[config.mk]
export PLATFORM = sky130hd
export DESIGN_NAME = nixie_clock_set_and_display_top
export DESIGN_NICKNAME = d
export VERILOG_FILES = /design/src/rtl/ncsd_pkg.sv /design/src/rtl/ncsd_apb_regs.sv /design/src/rtl/ncsd_core.sv /design/src/rtl/nixie_clock_set_and_display_top.sv
export SDC_FILE = /design/constraint.sdc
export NUM_CORES = 1
export LEC_CHECK = 0
export BUFFER_PORTS_ARGS = -buffer_cell sky130_fd_sc_hd__buf_2
export CAP_MARGIN = 20
export CORE_MARGIN = 2
export CORE_UTILIZATION = 45
export CTS_BUF_LIST = sky130_fd_sc_hd__clkbuf_4 sky130_fd_sc_hd__clkbuf_8 sky130_fd_sc_hd__clkbuf_16
export DETAILED_ROUTE_END_ITERATION = 7
export HOLD_SLACK_MARGIN = 0.02
export PLACE_DENSITY = 0.78
export RECOVER_POWER = 50
export REMOVE_ABC_BUFFERS = 1
export SLEW_MARGIN = 20
export SYNTH_ARGS = -nofsm -noshare
export SYNTH_HDL_FRONTEND = slang
export SYNTH_SLANG_ARGS = --single-unit
[constraint.sdc]
create_clock -name clk -period 4.5 [get_ports clk]
set_input_delay 0.45 -clock clk [delete_from_list [all_inputs] [get_ports clk]]
set_output_delay 0.45 -clock clk [all_outputs]
set_load 0.05 [all_outputs]
[src/rtl/ncsd_pkg.sv]
`timescale 1ns / 1ps
// ----------------------------------------------------------------------------
// ncsd_pkg: shared types and helpers for the nixie clock set/display block
// Event and page codes, item and result records, decimal digit split and
// one-hot tube encoding.
// ----------------------------------------------------------------------------
package ncsd_pkg;

	localparam int DIGIT_LINES  = 10;
	localparam int TUBE_COUNT   = 4;
	localparam int FRAME_W      = DIGIT_LINES * TUBE_COUNT;

	localparam int HOUR_W       = 5;
	localparam int MINUTE_W     = 6;
	localparam int LAST_MIN_W   = 7;
	localparam int COUNT_W      = 8;
	localparam int INTERVAL_W   = 8;
	localparam int TENS_W       = 3;

	localparam int HOURS_PER_DAY   = 24;
	localparam int MINUTES_PER_HR  = 60;

	localparam logic [HOUR_W-1:0]     HOUR_MAX       = HOUR_W'(HOURS_PER_DAY - 1);
	localparam logic [MINUTE_W-1:0]   MINUTE_MAX     = MINUTE_W'(MINUTES_PER_HR - 1);
	localparam logic [LAST_MIN_W-1:0] LAST_MIN_RESET = LAST_MIN_W'(100);
	localparam logic [COUNT_W-1:0]    COUNT_RESET    = COUNT_W'(255);
	localparam logic [INTERVAL_W-1:0] INTERVAL_RESET = INTERVAL_W'(10);

	// Stream and register port widths
	localparam int S_TDATA_W = 16;
	localparam int S_TUSER_W = 3;
	localparam int M_TDATA_W = 56;
	localparam int M_TUSER_W = 2;
	localparam int PADDR_W   = 3;
	localparam int PDATA_W   = 32;

	// Register map (word index taken from paddr[2])
	typedef enum logic {
		REG_CATHODE_INTERVAL = 1'b0
	} reg_idx_t;

	typedef enum logic [2:0] {
		OP_SAMPLE = 3'd0,
		OP_MODE   = 3'd1,
		OP_INC    = 3'd2,
		OP_DEC    = 3'd3,
		OP_BLINK  = 3'd4
	} op_t;

	typedef enum logic [1:0] {
		PAGE_IDLE   = 2'd0,
		PAGE_HOUR   = 2'd1,
		PAGE_MINUTE = 2'd2
	} page_t;

	typedef struct packed {
		logic [2:0]          operation;
		logic [HOUR_W-1:0]   sample_hour;
		logic [MINUTE_W-1:0] sample_minute;
	} item_t;

	typedef struct packed {
		logic                frame_valid;
		logic [FRAME_W-1:0]  tube_frame;
		logic                hour_led;
		logic                minute_led;
		logic                cathode_request;
		logic                rtc_write;
		logic [HOUR_W-1:0]   write_hour;
		logic [MINUTE_W-1:0] write_minute;
		logic [1:0]          menu_page;
	} result_t;

	// Tens digit of a value below 64, by threshold compares
	function automatic logic [TENS_W-1:0] tens_of(input logic [MINUTE_W-1:0] v);
		logic [TENS_W-1:0] t;
		t = '0;
		for (int k = 1; k <= 6; k++) begin
			if (v >= MINUTE_W'(10 * k)) t = TENS_W'(k);
		end
		return t;
	endfunction

	function automatic logic [3:0] units_of(input logic [MINUTE_W-1:0] v);
		logic [MINUTE_W-1:0] rest;
		rest = v - (MINUTE_W'(tens_of(v)) * MINUTE_W'(10));
		return rest[3:0];
	endfunction

	function automatic logic [DIGIT_LINES-1:0] one_hot(input logic [3:0] d);
		return DIGIT_LINES'(1) << d;
	endfunction

	// Four tubes, minute units in the low slot
	function automatic logic [FRAME_W-1:0] build_frame(
		input logic [HOUR_W-1:0]   h,
		input logic [MINUTE_W-1:0] m
	);
		logic [MINUTE_W-1:0] hw;
		hw = MINUTE_W'(h);
		return {one_hot(4'(tens_of(hw))), one_hot(units_of(hw)),
			one_hot(4'(tens_of(m))), one_hot(units_of(m))};
	endfunction

endpackage

[src/rtl/ncsd_apb_regs.sv]
`timescale 1ns / 1ps
// ----------------------------------------------------------------------------
// ncsd_apb_regs: configuration register file
// Holds the cathode refresh interval, written and read over APB.
// ----------------------------------------------------------------------------
module ncsd_apb_regs (
	input  logic                          clk,
	input  logic                          arst_n,
	input  logic                          psel,
	input  logic                          penable,
	input  logic                          pwrite,
	input  logic [ncsd_pkg::PADDR_W-1:0]  paddr,
	input  logic [ncsd_pkg::PDATA_W-1:0]  pwdata,
	output logic [ncsd_pkg::PDATA_W-1:0]  prdata,
	output logic                          pready,
	output logic [ncsd_pkg::INTERVAL_W-1:0] cathode_interval
);
	import ncsd_pkg::*;

	logic     wr_en;
	reg_idx_t idx;
	logic [INTERVAL_W-1:0] interval_q;

	assign pready = 1'b1;
	assign idx    = reg_idx_t'(paddr[2]);
	assign wr_en  = psel && penable && pwrite && pready;

	// Capture the interval on a completed write transfer
	always_ff @(posedge clk or negedge arst_n) begin
		if (!arst_n) begin
			interval_q <= INTERVAL_RESET;
		end else if (wr_en && idx == REG_CATHODE_INTERVAL) begin
			interval_q <= pwdata[INTERVAL_W-1:0];
		end
	end

	// Read back
	always_comb begin
		prdata = '0;
		if (idx == REG_CATHODE_INTERVAL) prdata = PDATA_W'(interval_q);
	end

	assign cathode_interval = interval_q;

endmodule

[src/rtl/ncsd_core.sv]
`timescale 1ns / 1ps
// ----------------------------------------------------------------------------
// ncsd_core: clock state and event processing
// Holds page, shown time, blink phase and minute counter; computes the
// result of one event and the next state in a single pass.
// ----------------------------------------------------------------------------
module ncsd_core (
	input  logic                              clk,
	input  logic                              arst_n,
	input  logic                              step,
	input  ncsd_pkg::item_t                   item,
	input  logic [ncsd_pkg::INTERVAL_W-1:0]   cathode_interval,
	output ncsd_pkg::result_t                 result
);
	import ncsd_pkg::*;

	page_t                 page_q, page_d;
	logic [LAST_MIN_W-1:0] last_min_q, last_min_d;
	logic [COUNT_W-1:0]    count_q, count_d, count_inc;
	logic [HOUR_W-1:0]     hour_q, hour_d;
	logic [MINUTE_W-1:0]   minute_q, minute_d;
	logic                  blink_q, blink_d;
	logic [HOUR_W:0]       hour_up;
	logic [MINUTE_W:0]     minute_up;
	logic                  frame, cathode, wr;

	assign count_inc = count_q + COUNT_W'(1);
	assign hour_up   = {1'b0, hour_q} + (HOUR_W+1)'(1);
	assign minute_up = {1'b0, minute_q} + (MINUTE_W+1)'(1);

	// Next state and pulses for one event
	always_comb begin
		page_d     = page_q;
		last_min_d = last_min_q;
		count_d    = count_q;
		hour_d     = hour_q;
		minute_d   = minute_q;
		blink_d    = blink_q;
		frame      = 1'b0;
		cathode    = 1'b0;
		wr         = 1'b0;
		unique case (page_q)
			PAGE_IDLE: begin
				if (item.operation == OP_SAMPLE) begin
					hour_d   = item.sample_hour;
					minute_d = item.sample_minute;
					if (last_min_q != LAST_MIN_W'(item.sample_minute)) begin
						last_min_d = LAST_MIN_W'(item.sample_minute);
						frame      = 1'b1;
						if (count_inc == cathode_interval) begin
							count_d = '0;
							cathode = 1'b1;
						end else begin
							count_d = count_inc;
						end
					end
				end else if (item.operation == OP_MODE) begin
					page_d = PAGE_HOUR;
					frame  = 1'b1;
				end
			end
			PAGE_HOUR, PAGE_MINUTE: begin
				if (item.operation <= OP_BLINK) begin
					unique case (item.operation)
						OP_MODE: begin
							if (page_q == PAGE_HOUR) begin
								page_d = PAGE_MINUTE;
							end else begin
								wr     = 1'b1;
								page_d = PAGE_IDLE;
							end
						end
						OP_INC: begin
							if (page_q == PAGE_HOUR) begin
								hour_d = (hour_up >= (HOUR_W+1)'(HOURS_PER_DAY))
									? HOUR_W'(hour_up - (HOUR_W+1)'(HOURS_PER_DAY))
									: hour_up[HOUR_W-1:0];
							end else begin
								minute_d = (minute_up >= (MINUTE_W+1)'(MINUTES_PER_HR))
									? MINUTE_W'(minute_up - (MINUTE_W+1)'(MINUTES_PER_HR))
									: minute_up[MINUTE_W-1:0];
							end
						end
						OP_DEC: begin
							if (page_q == PAGE_HOUR) begin
								hour_d = (hour_q == '0) ? HOUR_MAX : hour_q - HOUR_W'(1);
							end else begin
								minute_d = (minute_q == '0) ? MINUTE_MAX
									: minute_q - MINUTE_W'(1);
							end
						end
						OP_BLINK: blink_d = ~blink_q;
						default: ;
					endcase
					frame = (page_d != PAGE_IDLE);
				end
			end
			default: ;
		endcase
	end

	// Assemble the result from the updated state
	always_comb begin
		result                 = '0;
		result.frame_valid     = frame;
		result.tube_frame      = frame ? build_frame(hour_d, minute_d) : '0;
		result.hour_led        = (page_d == PAGE_HOUR) && blink_d;
		result.minute_led      = (page_d == PAGE_MINUTE) && blink_d;
		result.cathode_request = cathode;
		result.rtc_write       = wr;
		result.write_hour      = wr ? hour_q : '0;
		result.write_minute    = wr ? minute_q : '0;
		result.menu_page       = page_d;
	end

	// Commit state when an event is processed
	always_ff @(posedge clk or negedge arst_n) begin
		if (!arst_n) begin
			page_q     <= PAGE_IDLE;
			last_min_q <= LAST_MIN_RESET;
			count_q    <= COUNT_RESET;
			hour_q     <= '0;
			minute_q   <= '0;
			blink_q    <= 1'b1;
		end else if (step) begin
			page_q     <= page_d;
			last_min_q <= last_min_d;
			count_q    <= count_d;
			hour_q     <= hour_d;
			minute_q   <= minute_d;
			blink_q    <= blink_d;
		end
	end

`ifndef NO_ASSERTIONS
	a_wr_leaves_menu: assert property (@(posedge clk) disable iff (!arst_n)
		result.rtc_write |-> (result.menu_page == PAGE_IDLE) && !result.frame_valid)
		else $error("rtc write without return to idle");

	a_cathode_clears: assert property (@(posedge clk) disable iff (!arst_n)
		step && result.cathode_request |=> count_q == '0)
		else $error("minute counter not cleared after cathode request");

	a_cathode_frame: assert property (@(posedge clk) disable iff (!arst_n)
		result.cathode_request |-> result.frame_valid && page_q == PAGE_IDLE)
		else $error("cathode request without new-minute frame");

	a_hold_idle: assert property (@(posedge clk) disable iff (!arst_n)
		!step |=> $stable(page_q) && $stable(count_q) && $stable(hour_q))
		else $error("state changed without an event");

	a_frame_onehot: assert property (@(posedge clk) disable iff (!arst_n)
		result.frame_valid |-> $onehot(result.tube_frame[DIGIT_LINES-1:0]))
		else $error("minute units digit not one-hot");
`endif

endmodule

[src/rtl/nixie_clock_set_and_display_top.sv]
`timescale 1ns / 1ps
// Each event passes through the input register, then the result register,
// before the earliest transfer of its result.
// Throughput: 1 event per cycle while the master side takes results.
// Reset (arst_n low) empties both registers, selects the idle page, sets the
// refresh interval to 10 and the minute counter to 255, blink phase to 1.
// ----------------------------------------------------------------------------
// nixie_clock_set_and_display_top: nixie clock set and display controller
// Event stream in, one result per event out, APB for the refresh interval.
// ----------------------------------------------------------------------------
module nixie_clock_set_and_display_top (
	input  logic                               clk,
	input  logic                               arst_n,
	// APB configuration
	input  logic                               psel,
	input  logic                               penable,
	input  logic                               pwrite,
	input  logic [ncsd_pkg::PADDR_W-1:0]       paddr,
	input  logic [ncsd_pkg::PDATA_W-1:0]       pwdata,
	output logic [ncsd_pkg::PDATA_W-1:0]       prdata,
	output logic                               pready,
	// Event stream
	input  logic                               s_tvalid,
	output logic                               s_tready,
	input  logic [ncsd_pkg::S_TDATA_W-1:0]     s_tdata, // [4:0] sample_hour, [10:5] sample_minute
	input  logic [ncsd_pkg::S_TUSER_W-1:0]     s_tuser, // [2:0] operation
	// Result stream
	output logic                               m_tvalid,
	input  logic                               m_tready,
	// [39:0] tube_frame, [40] hour_led, [41] minute_led, [42] cathode_request,
	// [47:43] write_hour, [53:48] write_minute, [55:54] menu_page
	output logic [ncsd_pkg::M_TDATA_W-1:0]     m_tdata,
	output logic [ncsd_pkg::M_TUSER_W-1:0]     m_tuser  // [0] frame_valid, [1] rtc_write
);
	import ncsd_pkg::*;

	logic [INTERVAL_W-1:0] interval;
	item_t   item_s1;
	logic    valid_s1;
	result_t res_comb, res_s2;
	logic    valid_s2;
	logic    advance, step;

	ncsd_apb_regs u_regs (
		.clk              (clk),
		.arst_n           (arst_n),
		.psel             (psel),
		.penable          (penable),
		.pwrite           (pwrite),
		.paddr            (paddr),
		.pwdata           (pwdata),
		.prdata           (prdata),
		.pready           (pready),
		.cathode_interval (interval)
	);

	// Result register frees when empty or taken this cycle
	assign advance  = !valid_s2 || m_tready;
	assign step     = valid_s1 && advance;
	assign s_tready = !valid_s1 || advance;

	// Input register
	always_ff @(posedge clk or negedge arst_n) begin
		if (!arst_n) begin
			valid_s1 <= 1'b0;
		end else if (s_tready) begin
			valid_s1 <= s_tvalid;
		end
	end

	always_ff @(posedge clk) begin
		if (s_tready && s_tvalid) begin
			item_s1.operation     <= s_tuser[2:0];
			item_s1.sample_hour   <= s_tdata[4:0];
			item_s1.sample_minute <= s_tdata[10:5];
		end
	end

	ncsd_core u_core (
		.clk              (clk),
		.arst_n           (arst_n),
		.step             (step),
		.item             (item_s1),
		.cathode_interval (interval),
		.result           (res_comb)
	);

	// Result register
	always_ff @(posedge clk or negedge arst_n) begin
		if (!arst_n) begin
			valid_s2 <= 1'b0;
		end else if (advance) begin
			valid_s2 <= valid_s1;
		end
	end

	always_ff @(posedge clk) begin
		if (step) res_s2 <= res_comb;
	end

	assign m_tvalid = valid_s2;
	assign m_tdata  = {res_s2.menu_page, res_s2.write_minute, res_s2.write_hour,
		res_s2.cathode_request, res_s2.minute_led, res_s2.hour_led, res_s2.tube_frame};
	assign m_tuser  = {res_s2.rtc_write, res_s2.frame_valid};

endmodule
==> results.json, run 1 <==
{
  "result_of_the_run": "complete, but fails checks",
  "failing_checks": "max-capacitance violations, max-slew violations, negative setup slack",
  "worstSetupStartpointType": "flip-flop",
  "slowest_stage": "sky130_fd_sc_hd__fa_2",
  "detailedPlace.worstSlack_ns": -0.287,
  "slew-limit-headroom_pct": -44.1,
  "synth_register_bits": 103,
  "critical_path.reg2reg.startpoint": "u_core.minute_q[0]",
  "static-leakage-power_nw": 2.92,
  "hold_violations": 0,
  "mappedNetlistArea_sq_um": 6410,
  "gp_congestion": 0.945,
  "drt-pass1-iter-count": 5,
  "htreeDepth": 3,
  "num_rows": 43,
  "slew_viol_final": 40,
  "n_antenna_cell": 0,
  "worst-r2r-cell-count": 21,
  "stdcell_count": 941,
  "layout-drive-gt1-share_pct": 26.0,
  "port_buffers": 89,
  "report.power.total_w": 0.00641,
  "remaining_drc_errors": 0,
  "critical_path_required_ns": 4.60,
  "route.detailed.vias_per_inst": 5.58,
  "path_delay_family": "compound AO/OA/AOI/OAI gates",
  "min_delay_worst_endpoint": "item_s1[5]",
  "busiest_layer": "met2",
  "use_met1_pct": 25.8,
  "post_synth_arst_share_pct": 37.9,
  "holdPathStages": 1,
  "synth_top_area_share_pct": 30.0,
  "clock-skew-final_ns": 0.00637,
  "critical_path.max_stage_delay_ns": 0.48,
  "hold_path_class": "in2reg",
  "post_detailed_routing_wire_length_um": 14900,
  "gr-total-overflow": 0,
  "path_max_fanout": 8,
  "grt_first_pass_wirelength_um": 23500,
  "initial_antenna_violation_count": 0,
  "path_cells": "nand3_2 -> xnor2_2 -> ha_2 -> nand3b_1 -> a311oi_2 -> o22ai_2 -> a2bb2oi_2 -> o221ai_4 -> and2_4 -> a21o_1 -> o21ai_1 -> nand2_1 -> ha_2 -> fa_2 -> nand2_1 -> or4_1 -> o221ai_2 -> nor4_4 -> buf_4 -> o2111ai_4 -> nor4b_2",
  "timing.hold.worst.start": "s_tdata[10]",
  "fillerInstances": 1246,
  "dieArea_sq_um": 15200,
  "dieHeight_um": 123,
  "numClockSinks": 103,
  "dpl.cell_count": 918,
  "final_antenna_net_count": 0,
  "fin_crit_ns": 4.60,
  "crit_arrival_ns": 4.70,
  "syn_to_final_growth_pct": 19.8,
  "reg2reg_to": "m_tdata[8]",
  "number_of_global_route_vias_before_repair": 4858,
  "worst-path-buf-inv": 1,
  "route.detailed.wl_per_inst_um": 15.8,
  "io_pins": 154,
  "clockBufferDepth": 2,
  "rrSetupSlack_ns": -0.10,
  "grt_max_degree": 40,
  "grt_setup_unrepaired": "yes",
  "max_clock_freq_ghz": 0.217,
  "end_kind": "flip-flop",
  "finalSetupViolations": 5,
  "die-width_um": 123,
  "layout_setup_ws_ns": -0.102,
  "cts.hold.buffers_added": 0,
  "yosysWarningCount": 0,
  "start_util_pct": 46.2,
  "placeableCoreArea_sq_um": 13900,
  "global_route.usage.met3_pct": 3.87,
  "grtUsageTotal_pct": 19.8,
  "power-per-cell-area_nw_per_um2": 834,
  "cts_inserted_buffers": 9,
  "final_stage_net_count": 830,
  "netlist.top_cell.by_area": "sky130_fd_sc_hd__edfxtp_1",
  "drv.max_cap_violation_count": 1,
  "power.ir.vdd_worst_mv": 0.421,
  "post_synth_main_area_contributors": "sky130_fd_sc_hd__edfxtp_1 30%, sky130_fd_sc_hd__dfrtp_1 9.8%, sky130_fd_sc_hd__dfstp_2 5.7%, sky130_fd_sc_hd__buf_4 3.9%, sky130_fd_sc_hd__mux2_2 3.7%",
  "yosys.cell_types.count": 87,
  "synthFlopType": "sky130_fd_sc_hd__edfxtp_1",
  "total_vias_in_the_final_route": 5250,
  "synth_enable_flop_cells": 64,
  "initialDrtViolationCount": 401,
  "post-dp-hpwl_um": 10500,
  "cts_root_buffer": "sky130_fd_sc_hd__clkbuf_16",
  "synthesis.instances": 633,
  "post-route-period-util_pct": 102,
  "timing_worst_setup_path_type": "reg2reg",
  "tritoncts": "built",
  "clkSlewWorstSetupHoldPaths_ns": 0.07,
  "seq_area_frac_synth_pct": 45.5,
  "final_util_pct": 55.3,
  "use_met2_pct": 32.5,
  "max_slew.worst_pin.slew_ns": 2.16,
  "syn_avg_cell_area_sq_um": 10.1,
  "clkLatencyLatePin_ns": 0.35
}
==> flip-flops by register name, indices dropped and copies added, names as in the netlist, 2 cells and up <==
register	cells
u_core.minute_q	6
m_tdata	48
u_core.page_q	2
m_tuser	2
item_s1	14
u_core.count_q	8
u_core.last_min_q	7
u_core.hour_q	5
u_regs.cathode_interval	8
==> worst max-delay path by stage <==
| stage | startpoint | to | slack [ns] | depth (start not counted) |
|---|---|---|---|---|
| floorplan | u_core.page_q[1] | m_tdata[8] | -0.34 | 17 |
| global placement | u_core.minute_q[0] | m_tdata[1] | -0.12 | 18 |
| detailed placement | u_core.minute_q[0] | m_tdata[1] | -0.29 | 18 |
| CTS | u_core.minute_q[0] | m_tdata[9] | -0.02 | 20 |
| global route | u_core.minute_q[0] | m_tdata[8] | -0.25 | 21 |
| finish | u_core.minute_q[0] | m_tdata[8] | -0.10 | 21 |
==> cells in the final DEF (no fill, tap or decap), types with 9 or more instances in the layout <==
| cell type | netlist | final |
|---|---|---|
| sky130_fd_sc_hd__a21oi_1 | 21 | 19 |
| sky130_fd_sc_hd__buf_2 | 11 | 34 |
| sky130_fd_sc_hd__buf_4 | 33 | 53 |
| sky130_fd_sc_hd__clkbuf_1 | 21 | 55 |
| sky130_fd_sc_hd__clkbuf_16 | 0 | 9 |
| sky130_fd_sc_hd__conb_1 | 2 | 34 |
| sky130_fd_sc_hd__dfrtp_1 | 25 | 22 |
| sky130_fd_sc_hd__dfstp_2 | 14 | 14 |
| sky130_fd_sc_hd__edfxtp_1 | 64 | 64 |
| sky130_fd_sc_hd__inv_1 | 26 | 24 |
| sky130_fd_sc_hd__mux2_2 | 21 | 21 |
| sky130_fd_sc_hd__mux2i_1 | 10 | 10 |
| sky130_fd_sc_hd__nand2_1 | 53 | 52 |
| sky130_fd_sc_hd__nand2b_1 | 18 | 18 |
| sky130_fd_sc_hd__nand3_1 | 18 | 17 |
| sky130_fd_sc_hd__nor2_1 | 35 | 35 |
| sky130_fd_sc_hd__nor2b_1 | 12 | 11 |
| sky130_fd_sc_hd__nor3_1 | 14 | 13 |
| sky130_fd_sc_hd__nor4_1 | 19 | 11 |
| sky130_fd_sc_hd__o21ai_0 | 43 | 39 |
| sky130_fd_sc_hd__xnor2_1 | 10 | 9 |
| sky130_fd_sc_hd__xor2_1 | 14 | 13 |
==> report_power, final <==
group / internal [W] / switching (W)
clock: 0.000442 / 0.000349
combinational: 0.00164 / 0.00254
sequential: 0.00126 / 0.000170
total: 0.00335 / 0.00306
==> metrics by stage <==
stage / TNS (ns) / hold slack, ns / cell area [sq um]
final: -0.284 / 0.272 / 7680
after global placement: -0.824 / 0.470 / 7170
after detailed placement: -2.18 / 0.482 / 7200
after global routing: -1.79 / 0.255 / 7680
after floorplan: -2.92 / 0.154 / 6120
after CTS: -0.0301 / 0.256 / 7540
==> per-layer routing <==
layer,wire (um),vias to the layer above
met5,0,-
met4,377,0
met3,1040,36
met2,7100,234
met1,6360,2466
li1,-,2514
==> cell usage after synthesis (all sizes together) (8+ instances only) <==
library cell,count
nor4,20
nor2,35
nor2b,12
nand2,53
nand3,18
xnor2,10
and2,11
nand2b,18
mux2i,11
dfrtp,25
buf,47
clkbuf,21
nor3,15
dfstp,14
edfxtp,64
o21ai,43
mux2,21
inv,27
a21oi,21
ha,11
xor2,14
and3,8
==> worst reg2reg max path, stage by stage, from the launching register on <==
cell	delay, ns
sky130_fd_sc_hd__dfrtp_2	0.43
sky130_fd_sc_hd__nand3_2	0.11
sky130_fd_sc_hd__xnor2_2	0.25
sky130_fd_sc_hd__ha_2	0.24
sky130_fd_sc_hd__nand3b_1	0.09
sky130_fd_sc_hd__a311oi_2	0.35
sky130_fd_sc_hd__o22ai_2	0.16
sky130_fd_sc_hd__a2bb2oi_2	0.22
sky130_fd_sc_hd__o221ai_4	0.15
sky130_fd_sc_hd__and2_4	0.17
sky130_fd_sc_hd__a21o_1	0.15
sky130_fd_sc_hd__o21ai_1	0.13
sky130_fd_sc_hd__nand2_1	0.08
sky130_fd_sc_hd__ha_2	0.19
sky130_fd_sc_hd__fa_2	0.48
sky130_fd_sc_hd__nand2_1	0.08
sky130_fd_sc_hd__or4_1	0.11
sky130_fd_sc_hd__o221ai_2	0.10
sky130_fd_sc_hd__nor4_4	0.32
sky130_fd_sc_hd__buf_4	0.17
sky130_fd_sc_hd__o2111ai_4	0.18
sky130_fd_sc_hd__nor4b_2	0.22
==> what timing repair did <==
action                     CTS  global route
buffers inserted             1             6
resized for setup            7            34
setup endpoints to repair   10            18
gates cloned                 0             1
pin swaps                    1            20
==> layout make-up <==
cell class,count,area [sq um],share of cell area (%)
inverter,29,109,1.42
tap,180,225,2.93
timing repair buffer,147,846,11.0
sequential,103,2920,38.0
clock buffer,10,233,3.03
multi-input combinational,466,3280,42.7
clock inverter,6,68.8,0.896
==> kinds of logic (layout without fill, tap and decap cells) <==
| group | after synthesis | count (layout) | synth area share (%) |
|---|---|---|---|
| and+or+nand+nor | 228 | 228 | 19.9 |
| AOI/OAI and AO/OA | 132 | 133 | 14.6 |
| DFF | 103 | 103 | 45.5 |
| buffers and inverters | 97 | 192 | 8.06 |
| muxes | 32 | 32 | 5.47 |
| xor gates and xnor gates | 24 | 24 | 3.28 |
| adders and majority gates | 15 | 15 | 3.09 |
| other | 2 | 34 | 0.117 |
Note: power is estimated with default switching activity, not from simulation.
==> run 2: changes to the inputs <==
- CORE_MARGIN: 2 -> 8
- PLACE_DENSITY: 0.78 -> 0.75
- clock period: 4.5 -> 5.55 ns (I/O delays scaled with it)
==> run 2 against run 1 <==
  * The run ends with max-capacitance violations, max-slew violations left
  * Worst setup slack gained 0.58 ns
  * First-iteration DRC count shrank 3.2%
  * Flip-flop and latch count unchanged
  * Via count decreased by 3.4%
  * Sequential power down 19%
==> results.json, run 2 (synthesis results as in run 1) <==
{
  "hold_path_class": "in2reg",
  "worstSetupStartpointType": "flip-flop",
  "grt_max_degree": 60,
  "n_antenna_cell": 0,
  "clkSlewWorstSetupHoldPaths_ns": 0.07,
  "gp_congestion": 0.890,
  "crit_path_from": "u_core.minute_q[1]",
  "slew-limit-headroom_pct": -45.7,
  "syn_to_final_growth_pct": 10.9,
  "timing.hold.worst.start": "s_tdata[10]",
  "dieArea_sq_um": 18300,
  "final_stage_net_count": 785,
  "num_rows": 43,
  "route.detailed.vias_per_inst": 5.66,
  "power-per-cell-area_nw_per_um2": 631,
  "clkLatencyLatePin_ns": 0.35,
  "power.ir.vdd_worst_mv": 0.337,
  "path_max_fanout": 10,
  "drv.max_cap_violation_count": 1,
  "max_slew.worst_pin.slew_ns": 2.19,
  "cts_inserted_buffers": 9,
  "slew_viol_final": 40,
  "timing_worst_setup_path_type": "reg2reg",
  "hold_violations": 0,
  "final_antenna_net_count": 0,
  "static-leakage-power_nw": 2.64,
  "post-route-period-util_pct": 91.4,
  "initialDrtViolationCount": 388,
  "crit_arrival_ns": 5.22,
  "cts_root_buffer": "sky130_fd_sc_hd__clkbuf_16",
  "die-width_um": 135,
  "route.detailed.wl_per_inst_um": 16.9,
  "dieHeight_um": 135,
  "tritoncts": "built",
  "number_of_global_route_vias_before_repair": 4934,
  "total_vias_in_the_final_route": 5070,
  "hold_ws_ns": 0.379,
  "drt-pass1-iter-count": 5,
  "start_util_pct": 46.2,
  "clockBufferDepth": 2,
  "critical_path_required_ns": 5.70,
  "cts.hold.buffers_added": 0,
  "result_of_the_run": "complete, but fails checks",
  "failing_checks": "max-capacitance violations, max-slew violations",
  "grt_first_pass_wirelength_um": 24600,
  "layout-drive-gt1-share_pct": 16.9,
  "grt_setup_unrepaired": "no",
  "max_clock_freq_ghz": 0.197,
  "totalNegativeSetupSlack_ns": 0,
  "post-dp-hpwl_um": 11100,
  "remaining_drc_errors": 0,
  "fin_crit_ns": 5.07,
  "port_buffers": 89,
  "most_common_library_cell_in_the_layout_ignoring_fill_and_taps": "sky130_fd_sc_hd__edfxtp_1",
  "gr-total-overflow": 0,
  "grtUsageTotal_pct": 16.5,
  "initial_antenna_violation_count": 0,
  "end_kind": "flip-flop",
  "clock-skew-final_ns": 0.00974,
  "numClockSinks": 103,
  "critical_path.reg2reg.startpoint": "u_core.minute_q[1]",
  "io_pins": 154,
  "layout.cells.most_common_list": "64 x sky130_fd_sc_hd__edfxtp_1, 58 x sky130_fd_sc_hd__clkbuf_1, 53 x sky130_fd_sc_hd__nand2_1, 43 x sky130_fd_sc_hd__o21ai_0",
  "htreeDepth": 3,
  "finalSetupViolations": 0,
  "largest_reg_flops": 48,
  "placeableCoreArea_sq_um": 13900,
  "post_detailed_routing_wire_length_um": 15100
}
## run 2: worst paths after layout
path                       slack, ns                         end  depth (start not counted)
max in group asynchronous       3.46            u_core.page_q[0]                          1
max reg2reg                     0.48                  m_tdata[1]                         17
min                             0.38                  item_s1[5]                          1
max                             0.48                  m_tdata[1]                         17
min reg2reg                     0.50              u_core.blink_q                          1
min in group asynchronous       0.85  u_regs.cathode_interval[0]                          1
## run 2: cell type report
class                   instances  area [sq um]
fillers                      1317          6770
multi-input cells             465          3100
flip-flops and latches        103          2920
repair buffers                103           478
clock buffers                  10           233
well taps                     180           225
inverters                      29           110
clock inverters                 6          45.0
## run 2: power by group
group	switching (W)	internal, W
combinational	0.00178	0.000947
clock	0.000281	0.000312
sequential	0.000139	0.00102
## run 2: layer usage
metal  wire length [um]  global-route usage (%)  vias up
met5                  0                       0        -
met4                247                    6.66        0
met3               1220                    3.86       22
met2               6960                    25.9      226
met1               6680                    21.6     2400
li1                   -                       -     2422
## run 2: worst max-delay path: stages (launching register included)
cell and delay [ns]:
sky130_fd_sc_hd__dfrtp_1 0.36, sky130_fd_sc_hd__ha_1 0.34, sky130_fd_sc_hd__xor2_1 0.27, sky130_fd_sc_hd__ha_1 0.28, sky130_fd_sc_hd__nand3b_1 0.10, sky130_fd_sc_hd__a311oi_1 0.33, sky130_fd_sc_hd__o22ai_1 0.20, sky130_fd_sc_hd__mux2i_2 0.43
sky130_fd_sc_hd__nand2_1 0.22, sky130_fd_sc_hd__maj3_1 0.38, sky130_fd_sc_hd__o21ai_0 0.24, sky130_fd_sc_hd__fa_2 0.37, sky130_fd_sc_hd__inv_1 0.13, sky130_fd_sc_hd__o2111ai_1 0.12, sky130_fd_sc_hd__o211ai_1 0.15, sky130_fd_sc_hd__nor4_4 0.32
sky130_fd_sc_hd__o2111ai_4 0.25, sky130_fd_sc_hd__nor4_1 0.37
## run 2: metrics by stage
stage / instance area [sq um] / power (W) / setup WS (ns) / std cells / utilization, %
CTS: 7170 / 0.00447 / 0.422 / 896 / 51.7
global placement: 6900 / 0.00376 / 0.673 / 880 / 49.7
finish: 7110 / 0.00448 / 0.477 / 896 / 51.2
global route: 7110 / 0.00481 / 0.00837 / 896 / 51.2
detailed placement: 6900 / 0.00386 / 0.498 / 880 / 49.7
floorplan: 6120 / 0.00322 / 0.706 / 597 / -
## run 2: timing repair
item / in CTS / in global routing
setup endpoints to repair: 0 / 3
hold endpoints to repair: 0 / 0
buffers inserted: 0 / 0
resized for setup: 0 / 1
